$ cat src/sv/maa_pkg.sv
`timescale 1ns / 1ps

package maa_pkg;

  localparam int DATA_W  = 32;
  localparam int MOD_W   = 31;
  localparam int ACT_W   = 2;
  localparam int PROD_W  = 2 * DATA_W;
  localparam int CNT_W   = $clog2(PROD_W);

  localparam logic [ACT_W-1:0] ACT_LOAD = 2'd0;
  localparam logic [ACT_W-1:0] ACT_ADD  = 2'd1;
  localparam logic [ACT_W-1:0] ACT_SUB  = 2'd2;
  localparam logic [ACT_W-1:0] ACT_MUL  = 2'd3;

  // Commands from the controller to the datapath.
  typedef struct packed {
    logic take_in;   // capture the incoming word
    logic calc;      // form the exact 64-bit result
    logic abs_en;    // split the result into sign and magnitude
    logic div_step;  // one restoring remainder step
    logic commit;    // write the final value into the accumulator
  } maa_cmd_t;

  typedef struct packed {
    logic mod_zero;
  } maa_stat_t;

endpackage

$ cat src/sv/maa_ifs.sv
`timescale 1ns / 1ps

interface maa_in_if;
  logic                                valid;
  logic                                ready;
  logic [maa_pkg::ACT_W-1:0]           action;
  logic signed [maa_pkg::DATA_W-1:0]   operand;

  modport source (output valid, action, operand, input ready);
  modport sink   (input valid, action, operand, output ready);
endinterface

interface maa_out_if;
  logic                                valid;
  logic                                ready;
  logic signed [maa_pkg::DATA_W-1:0]   result;

  modport source (output valid, result, input ready);
  modport sink   (input valid, result, output ready);
endinterface

interface maa_cfg_if;
  logic                                valid;
  logic                                ready;
  logic [maa_pkg::MOD_W-1:0]           modulus;

  modport source (output valid, modulus, input ready);
  modport sink   (input valid, modulus, output ready);
endinterface

$ cat src/sv/maa_ctrl.sv
`timescale 1ns / 1ps

module maa_ctrl (
  input  logic                clk,
  input  logic                rst_n,
  input  logic                in_valid,
  output logic                in_ready,
  output logic                out_valid,
  input  logic                out_ready,
  input  maa_pkg::maa_stat_t  stat,
  output maa_pkg::maa_cmd_t   cmd
);

  localparam logic [2:0] ST_IDLE = 3'd0;
  localparam logic [2:0] ST_CALC = 3'd1;
  localparam logic [2:0] ST_ABS  = 3'd2;
  localparam logic [2:0] ST_DIV  = 3'd3;
  localparam logic [2:0] ST_FIX  = 3'd4;

  localparam logic [maa_pkg::CNT_W-1:0] CNT_LAST = maa_pkg::CNT_W'(maa_pkg::PROD_W - 1);

  logic [2:0]                state_r, state_nxt;
  logic [maa_pkg::CNT_W-1:0] cnt_r, cnt_nxt;
  logic                      out_valid_r, out_valid_nxt;

  assign in_ready  = (state_r == ST_IDLE);
  assign out_valid = out_valid_r;

  always_comb begin
    state_nxt     = state_r;
    cnt_nxt       = cnt_r;
    out_valid_nxt = out_valid_r;
    cmd           = '0;
    if (out_valid_r && out_ready) begin
      out_valid_nxt = 1'b0;
    end
    case (state_r)
      ST_IDLE: begin
        if (in_valid) begin
          cmd.take_in = 1'b1;
          state_nxt   = ST_CALC;
        end
      end
      ST_CALC: begin
        cmd.calc  = 1'b1;
        state_nxt = ST_ABS;
      end
      ST_ABS: begin
        cmd.abs_en = 1'b1;
        cnt_nxt    = '0;
        state_nxt  = stat.mod_zero ? ST_FIX : ST_DIV;
      end
      ST_DIV: begin
        cmd.div_step = 1'b1;
        cnt_nxt      = cnt_r + 1'b1;
        if (cnt_r == CNT_LAST) begin
          state_nxt = ST_FIX;
        end
      end
      ST_FIX: begin
        // The accumulator doubles as the output register, so it may only
        // change once the previous word has been taken.
        if (!out_valid_r || out_ready) begin
          cmd.commit    = 1'b1;
          out_valid_nxt = 1'b1;
          state_nxt     = ST_IDLE;
        end
      end
      default: begin
        state_nxt = ST_IDLE;
      end
    endcase
  end

  always_ff @(posedge clk) begin
    if (!rst_n) begin
      state_r     <= ST_IDLE;
      cnt_r       <= '0;
      out_valid_r <= 1'b0;
    end else begin
      state_r     <= state_nxt;
      cnt_r       <= cnt_nxt;
      out_valid_r <= out_valid_nxt;
    end
  end

endmodule

$ cat src/sv/maa_dp.sv
`timescale 1ns / 1ps

module maa_dp (
  input  logic                               clk,
  input  logic                               rst_n,
  input  maa_pkg::maa_cmd_t                  cmd,
  output maa_pkg::maa_stat_t                 stat,
  input  logic [maa_pkg::ACT_W-1:0]          in_action,
  input  logic signed [maa_pkg::DATA_W-1:0]  in_operand,
  input  logic                               cfg_we,
  input  logic [maa_pkg::MOD_W-1:0]          cfg_modulus,
  output logic signed [maa_pkg::DATA_W-1:0]  acc
);

  logic [maa_pkg::MOD_W-1:0]          mod_r;
  logic signed [maa_pkg::DATA_W-1:0]  acc_r, acc_nxt;
  logic [maa_pkg::ACT_W-1:0]          act_r;
  logic signed [maa_pkg::DATA_W-1:0]  op_r;
  logic signed [maa_pkg::PROD_W-1:0]  res_r, res_nxt;
  logic [maa_pkg::PROD_W-1:0]         mag_r;
  logic                               neg_r;
  logic [maa_pkg::MOD_W-1:0]          rem_r, rem_nxt;

  logic signed [maa_pkg::PROD_W-1:0]  prod;
  logic signed [maa_pkg::PROD_W-1:0]  acc_ext, op_ext;
  logic [maa_pkg::MOD_W:0]            trial, trial_sub;
  logic [maa_pkg::MOD_W-1:0]          rem_neg, mod_minus;

  assign stat.mod_zero = (mod_r == '0);
  assign acc           = acc_r;

  assign acc_ext = maa_pkg::PROD_W'(acc_r);
  assign op_ext  = maa_pkg::PROD_W'(op_r);
  assign prod    = acc_r * op_r;

  always_comb begin
    case (act_r)
      maa_pkg::ACT_LOAD: res_nxt = op_ext;
      maa_pkg::ACT_ADD:  res_nxt = acc_ext + op_ext;
      maa_pkg::ACT_SUB:  res_nxt = acc_ext - op_ext;
      maa_pkg::ACT_MUL:  res_nxt = prod;
      default:           res_nxt = op_ext;
    endcase
  end

  // Restoring remainder step: shift in the next magnitude bit, subtract the
  // modulus when it fits. The remainder always stays below the modulus.
  assign trial     = {rem_r, mag_r[maa_pkg::PROD_W-1]};
  assign trial_sub = trial - {1'b0, mod_r};
  assign rem_nxt   = (trial >= {1'b0, mod_r}) ? trial_sub[maa_pkg::MOD_W-1:0]
                                              : trial[maa_pkg::MOD_W-1:0];

  assign rem_neg   = maa_pkg::MOD_W'(0) - rem_r;
  assign mod_minus = mod_r - rem_r;

  always_comb begin
    if (stat.mod_zero) begin
      acc_nxt = res_r[maa_pkg::DATA_W-1:0];
    end else if (act_r == maa_pkg::ACT_LOAD) begin
      // Load keeps the sign of the operand, as a truncating remainder does.
      acc_nxt = neg_r ? {1'b1, rem_neg} : {1'b0, rem_r};
      if (rem_r == '0) begin
        acc_nxt = '0;
      end
    end else if (neg_r && (rem_r != '0)) begin
      acc_nxt = {1'b0, mod_minus};
    end else begin
      acc_nxt = {1'b0, rem_r};
    end
  end

  always_ff @(posedge clk) begin
    if (!rst_n) begin
      mod_r <= '0;
      acc_r <= '0;
    end else begin
      if (cfg_we) begin
        mod_r <= cfg_modulus;
      end
      if (cmd.commit) begin
        acc_r <= acc_nxt;
      end
    end
  end

  always_ff @(posedge clk) begin
    if (cmd.take_in) begin
      act_r <= in_action;
      op_r  <= in_operand;
    end
    if (cmd.calc) begin
      res_r <= res_nxt;
    end
    if (cmd.abs_en) begin
      neg_r <= res_r[maa_pkg::PROD_W-1];
      mag_r <= res_r[maa_pkg::PROD_W-1] ? maa_pkg::PROD_W'(-res_r) : res_r;
      rem_r <= '0;
    end else if (cmd.div_step) begin
      mag_r <= {mag_r[maa_pkg::PROD_W-2:0], 1'b0};
      rem_r <= rem_nxt;
    end
  end

endmodule

$ cat src/sv/modular_accumulator_alu.sv
`timescale 1ns / 1ps

// Modular accumulator: each input word (action, operand) loads, adds, subtracts
// or multiplies into a signed 32-bit accumulator, and one result word carrying
// the new accumulator value comes back per input word. With a non-zero modulus
// the exact 64-bit result is reduced by a shift-subtract remainder unit that
// handles one bit of the 64-bit magnitude per cycle. An item passes through
// accept, compute, sign split, 64 remainder steps and commit; with a zero
// modulus the remainder steps are skipped. The next input word is accepted as
// soon as the previous result is committed, even while that result still
// waits on the output. The modulus register may be written at any time the
// block is idle; its write port is always ready.
module modular_accumulator_alu (
  input  logic           clk,
  input  logic           rst_n,
  maa_in_if.sink         in_ch,
  maa_out_if.source      out_ch,
  maa_cfg_if.sink        cfg_ch
);

  maa_pkg::maa_cmd_t  cmd;
  maa_pkg::maa_stat_t stat;

  assign cfg_ch.ready = 1'b1;

  maa_ctrl u_ctrl (
    .clk       (clk),
    .rst_n     (rst_n),
    .in_valid  (in_ch.valid),
    .in_ready  (in_ch.ready),
    .out_valid (out_ch.valid),
    .out_ready (out_ch.ready),
    .stat      (stat),
    .cmd       (cmd)
  );

  maa_dp u_dp (
    .clk         (clk),
    .rst_n       (rst_n),
    .cmd         (cmd),
    .stat        (stat),
    .in_action   (in_ch.action),
    .in_operand  (in_ch.operand),
    .cfg_we      (cfg_ch.valid),
    .cfg_modulus (cfg_ch.modulus),
    .acc         (out_ch.result)
  );

endmodule
$ cat src/flat_wrapper.sv
// flat-port wrapper written by rule: the top's interface ports become plain ports
module modular_accumulator_alu_flat 
  (clk, rst_n, in_ch_valid, in_ch_action, in_ch_operand, in_ch_ready, out_ch_valid, out_ch_result, out_ch_ready, cfg_ch_valid, cfg_ch_modulus, cfg_ch_ready);
  maa_in_if in_ch_i ();
  maa_out_if out_ch_i ();
  maa_cfg_if cfg_ch_i ();
  input  logic clk;
  input  logic rst_n;
  input wire logic [$bits(in_ch_i.valid)-1:0] in_ch_valid;
  input wire logic [$bits(in_ch_i.action)-1:0] in_ch_action;
  input wire logic [$bits(in_ch_i.operand)-1:0] in_ch_operand;
  output wire logic [$bits(in_ch_i.ready)-1:0] in_ch_ready;
  output wire logic [$bits(out_ch_i.valid)-1:0] out_ch_valid;
  output wire logic [$bits(out_ch_i.result)-1:0] out_ch_result;
  input wire logic [$bits(out_ch_i.ready)-1:0] out_ch_ready;
  input wire logic [$bits(cfg_ch_i.valid)-1:0] cfg_ch_valid;
  input wire logic [$bits(cfg_ch_i.modulus)-1:0] cfg_ch_modulus;
  output wire logic [$bits(cfg_ch_i.ready)-1:0] cfg_ch_ready;
  assign in_ch_i.valid = in_ch_valid;
  assign in_ch_i.action = in_ch_action;
  assign in_ch_i.operand = in_ch_operand;
  assign in_ch_ready = in_ch_i.ready;
  assign out_ch_valid = out_ch_i.valid;
  assign out_ch_result = out_ch_i.result;
  assign out_ch_i.ready = out_ch_ready;
  assign cfg_ch_i.valid = cfg_ch_valid;
  assign cfg_ch_i.modulus = cfg_ch_modulus;
  assign cfg_ch_ready = cfg_ch_i.ready;
  modular_accumulator_alu u_core (.clk(clk), .rst_n(rst_n), .in_ch(in_ch_i), .out_ch(out_ch_i), .cfg_ch(cfg_ch_i));
endmodule
$ cat config.mk
export PLATFORM = sky130hd
export DESIGN_NAME = modular_accumulator_alu_flat
export DESIGN_NICKNAME = d
export VERILOG_FILES = /design/src/sv/maa_pkg.sv /design/src/sv/maa_ifs.sv /design/src/sv/maa_ctrl.sv /design/src/sv/maa_dp.sv /design/src/sv/modular_accumulator_alu.sv /design/src/flat_wrapper.sv
export SDC_FILE = /design/constraint.sdc
export NUM_CORES = 2
export LEC_CHECK = 0
export BUFFER_PORTS_ARGS = -buffer_cell sky130_fd_sc_hd__buf_2
export CAP_MARGIN = 25
export CORE_MARGIN = 3
export CORE_UTILIZATION = 35
export CTS_BUF_LIST = sky130_fd_sc_hd__clkbuf_8 sky130_fd_sc_hd__clkbuf_16
export CTS_CLUSTER_SIZE = 40
export DETAILED_ROUTE_END_ITERATION = 10
export GPL_ROUTABILITY_DRIVEN = 0
export REMOVE_ABC_BUFFERS = 1
export SYNTH_ARGS = -nofsm -noshare
export SYNTH_HDL_FRONTEND = slang
export SYNTH_SLANG_ARGS = --single-unit
$ cat constraint.sdc
create_clock -name clk -period 14 [get_ports clk]
set_input_delay 1.4 -clock clk [delete_from_list [all_inputs] [get_ports clk]]
set_output_delay 1.4 -clock clk [all_outputs]
set_load 0.02 [all_outputs]
==> metrics.md <==
| Metric | Value |
|---|---|
| Number of CTS-inserted buffers | `38` |
| Synth Cell Area | `0.05546 mm²` |
| Syn-to-layout area delta | `6.971%` |
| Chip height | `404.1 µm` |
| Drt total wl | `175.0 mm` |
| Total gr overflow | `0` |
| Synth warn | `0` |
| Number of distinct library cells after synthesis | `84` |
| # Post-CTS Setup Buffers | `0` |
| Vias after detailed routing | `about 43000` |
| Syn Inst Count | `6083` |
| Fin Setup TNS | `0 ns` |
| Ys async rst share | `0` |
| Number of global-route vias before repair | `45750` |
| Die ar. | `0.1633 mm²` |
| Initial DRC count | `3595` |
| Placement-stage worst setup slack | `between 5 and 6 ns` |
| Largest net degree at the start of global routing | `97` |
| Cell count after placement | `8010` |
| Number of max-cap violations | `0` |
| HP Class | `flip-flop to flip-flop` |
| Seq cells post-synth | `approximately 270` |
| Fmax | `0.1113 GHz` |
| WL/cell | `roughly 22 µm` |
| Worst r2r dst | `u_core.u_dp.res_r[63]$_DFFE_PP_` |
| Clock latency on the worst-skew pair | `0.61 ns` |
| Clk_skew | `0.02379 ns` |
| First-pass GRT wire length | `273.8 mm` |
| I/O pin count | `105` |
| Hold Crit Depth | `2` |
| Fin nets | `7462` |
| Cell repeated most along the worst path | `fa_1` |
| Layout cells sized above 1 | `0.05612` |
| Worst slew pin tran | `1.006 ns` |
| Yosys top cell by area | `fa_1` |
| Worst path slowest cell | `fa_1` |
| Setup ws final | `5.016 ns` |
| Fill cell count | `15920` |
| # setup viols final | `0` |
| Power consumption | `just over 8 mW` |
| Pwr dens | `137.0 mW/mm²` |
| Htree depth | `2` |
| Post-route minimum period | `8.984 ns` |
| Pins Over Slew Limit | `0` |
| Sequential fraction of the synthesis area | `0.1258` |
| CP max stage delay | `just under 1 ns` |
| CP Data Required Time | `approximately 14 ns` |
| Initial Util | `0.3538` |
| All-layer global routing usage | `0.2180` |
| Crit Path Category | `flip-flop to flip-flop` |
| Final hold viol count | `0` |
| Mean Syn Cell Area | `9.117 µm²` |
| Detailed placement HPWL | `132.0 mm` |
| # rows | `approximately 150` |
| CTS tree | `done` |
| Flop-to-flop setup slack | `5.02 ns` |
| Die width | `404.1 µm` |
| CP bufs+invs | `6` |
| Pleak | `28.00 nW` |
| Rel. slew slack | `0.3226` |
| Initial antenna violation count | `10` |
| Finished Layout Cells | `8086` |
| Hold buffer count at cts | `0` |
| Storage element area | `0.007003 mm²` |
| Sink Count | `267` |
| CP Launch Type | `flip-flop` |
| R2R cell count | `25` |
| Area of the multi-input gates | `0.04314 mm²` |
| Area contributors post-synth | `fa_1 (39%), edfxtp_1 (8.8%), inv_1 (7.5%), ha_1 (7.1%), and2_1 (5.4%)` |
| Critical path's top delay family | `adder cells` |
| Buffers on Ports | `103` |
| CTS root buf | `clkbuf_16` |
| R2R Path Start | `u_core.u_dp.op_r[3]$_DFFE_PP_` |
| Share of the clock period used by the worst path | `0.6417` |
| Top cell type's share of synthesized area | `0.3920` |
| Status | `complete, no violations` |
| Crit path arrival time | `9.32 ns` |
| Ys flop type | `edfxtp_1` |
| Worst hold endpoint | `u_core.u_ctrl.cnt_r[1]$_SDFFE_PN0P_` |
| Post-CTS Resized | `0` |
| First drt pass iteration count | `5` |
| Worst-path clk slew | `0.06 ns` |
| Placeable Area | `0.1568 mm²` |
| Hold slack | `roughly 0.48 ns` |
| Crit-path max FO | `32` |
| RSZ-0062 raised after global routing | `no` |
| CTS Buffer Depth | `3` |
| Number of flops mapped to enable cells by yosys | `163` |
| DRC Markers | `0` |
| Peak supply drop | `0.0001188 V` |
| Critical path capture point type | `flip-flop` |
| Hold_sp | `u_core.u_ctrl.cnt_r[1]$_SDFFE_PN0P_` |
| Routed vias/inst | `roughly 5.3` |
| Antenna-violating nets left | `0` |
==> worst register-to-register path, stage by stage (launching register included) <==
cell,delay (ns)
edfxtp_1,0.32
buf_4,0.39
inv_1,0.19
nor2_1,0.23
fa_1,0.51
fa_1,0.50
fa_1,0.80
fa_1,0.99
inv_1,0.38
fa_1,0.58
inv_1,0.06
fa_1,0.53
inv_1,0.05
fa_1,0.48
inv_1,0.06
fa_1,0.44
ha_1,0.36
a21o_1,0.18
a21o_1,0.17
a21oi_1,0.20
o21ai_0,0.16
a221o_1,0.37
a221oi_1,0.45
o21ai_0,0.14
o31ai_1,0.09
o211ai_1,0.12
==> flip-flops by register name (all words and copies together), names as in the netlist <==
signal and cells:
u_core.u_dp.act_r 2, u_core.u_ctrl.out_valid 1, u_core.u_dp.acc 32, u_core.u_dp.mod_r 31
u_core.u_dp.res_r 64, u_core.u_dp.rem_r 31, u_core.u_dp.mag_r 64, u_core.u_dp.neg_r 1
u_core.u_ctrl.state_r 3, u_core.u_ctrl.cnt_r 6, u_core.u_dp.op_r 32
==> cells in the mapped netlist, types with 35 or more instances <==
cell,instances
nor2_1,269
nor3_1,66
mux2i_1,57
ha_1,313
o22ai_1,35
and2_1,478
dfxtp_1,104
clkbuf_1,309
a21o_1,70
xnor2_1,120
nand2_1,685
nand2b_1,43
edfxtp_1,163
o21ai_0,247
fa_1,1086
a21oi_1,208
inv_1,1103
nand3_1,55
o31ai_1,43
xor2_1,112
==> cell families (layout without fill, tap and decap cells) <==
kind of cell | count (synthesis) | after routing | synth area share
flops | 267 | 267 | 0.1258
buf+inv | 1431 | 1371 | 0.09701
compound gates | 905 | 905 | 0.1033
other cells | 1 | 6 | 0.00006762
mux | 76 | 76 | 0.01800
xor+xnor | 232 | 232 | 0.03664
simple gates | 1772 | 1772 | 0.1566
fa+ha+maj | 1399 | 1399 | 0.4626
==> cell type report <==
| cell class | count | share of cell area |
|---|---|---|
| Sequential cell | 267 | 0.1180 |
| Antenna cell | 5 | 0.0002109 |
| Clock buffer | 43 | 0.01738 |
| Tap cell | 2058 | 0.04340 |
| Inverter | 1106 | 0.07000 |
| Multi-Input combinational cell | 4385 | 0.7271 |
| Timing Repair Buffer | 195 | 0.02029 |
| Clock inverter | 27 | 0.003585 |
==> per-layer routing <==
metal	track usage	vias to the layer above	share of wire
met5	0	-	0.00015
met4	0.08121	4	0.043
met3	0.04534	380	0.084
met2	0.3552	1762	0.47
met1	0.2859	22070	0.41
li1	-	19000	-
==> metrics by stage <==
stage / cell area [µm²] / util
3_3_place_gp: 58060 / 0.3704
4_1_cts: 59310 / 0.3784
2_1_floorplan: 54230 / -
5_1_grt: 59310 / 0.3784
3_5_place_dp: 58060 / 0.3704
6_report: 59330 / 0.3785
==> where the power goes <==
group | total [mW] | switching (mW) | leakage (nW) | internal (mW)
Combinational | 5.86 | 3.68 | 25.0 | 2.18
Sequential | 1.30 | 0.189 | 2.39 | 1.11
Clock | 0.970 | 0.418 | 0.646 | 0.552
==> worst max path at each step <==
stage	start	to	cells past startpoint
6_report	u_core.u_dp.op_r[3]$_DFFE_PP_	u_core.u_dp.res_r[63]$_DFFE_PP_	25
3_3_place_gp	u_core.u_dp.op_r[3]$_DFFE_PP_	u_core.u_dp.res_r[63]$_DFFE_PP_	25
3_5_place_dp	u_core.u_dp.op_r[3]$_DFFE_PP_	u_core.u_dp.res_r[63]$_DFFE_PP_	25
2_1_floorplan	u_core.u_dp.acc[31]$_SDFFE_PN0P_	u_core.u_dp.res_r[63]$_DFFE_PP_	24
5_1_grt	u_core.u_dp.op_r[3]$_DFFE_PP_	u_core.u_dp.res_r[63]$_DFFE_PP_	25
4_1_cts	u_core.u_dp.op_r[3]$_DFFE_PP_	u_core.u_dp.res_r[63]$_DFFE_PP_	25
==> placed cells by master, fill, tap and decap left out, types with 15 or more instances in the layout <==
cell type / count
nand2_1: 685
clkbuf_16: 39
a31oi_1: 32
mux4_2: 19
o21ai_1: 25
nor2_1: 267
xor2_1: 112
buf_4: 91
edfxtp_1: 163
nor3_1: 66
o211ai_1: 15
o41ai_1: 17
nand3_1: 55
nand4_1: 24
buf_2: 103
fa_1: 1086
xnor2_1: 120
nor2b_1: 23
o21ai_0: 247
a21o_1: 70
a221oi_1: 19
dfxtp_2: 21
nor4_1: 20
o21bai_1: 24
ha_1: 313
inv_1: 1111
o31ai_1: 43
or3_1: 27
and3_1: 17
o22ai_1: 35
mux2i_1: 57
dfxtp_1: 83
and2_1: 477
a211oi_1: 33
a21oi_1: 208
nand2b_1: 42
o21a_1: 26
or4_1: 20
(Power assumes the default switching activity.)
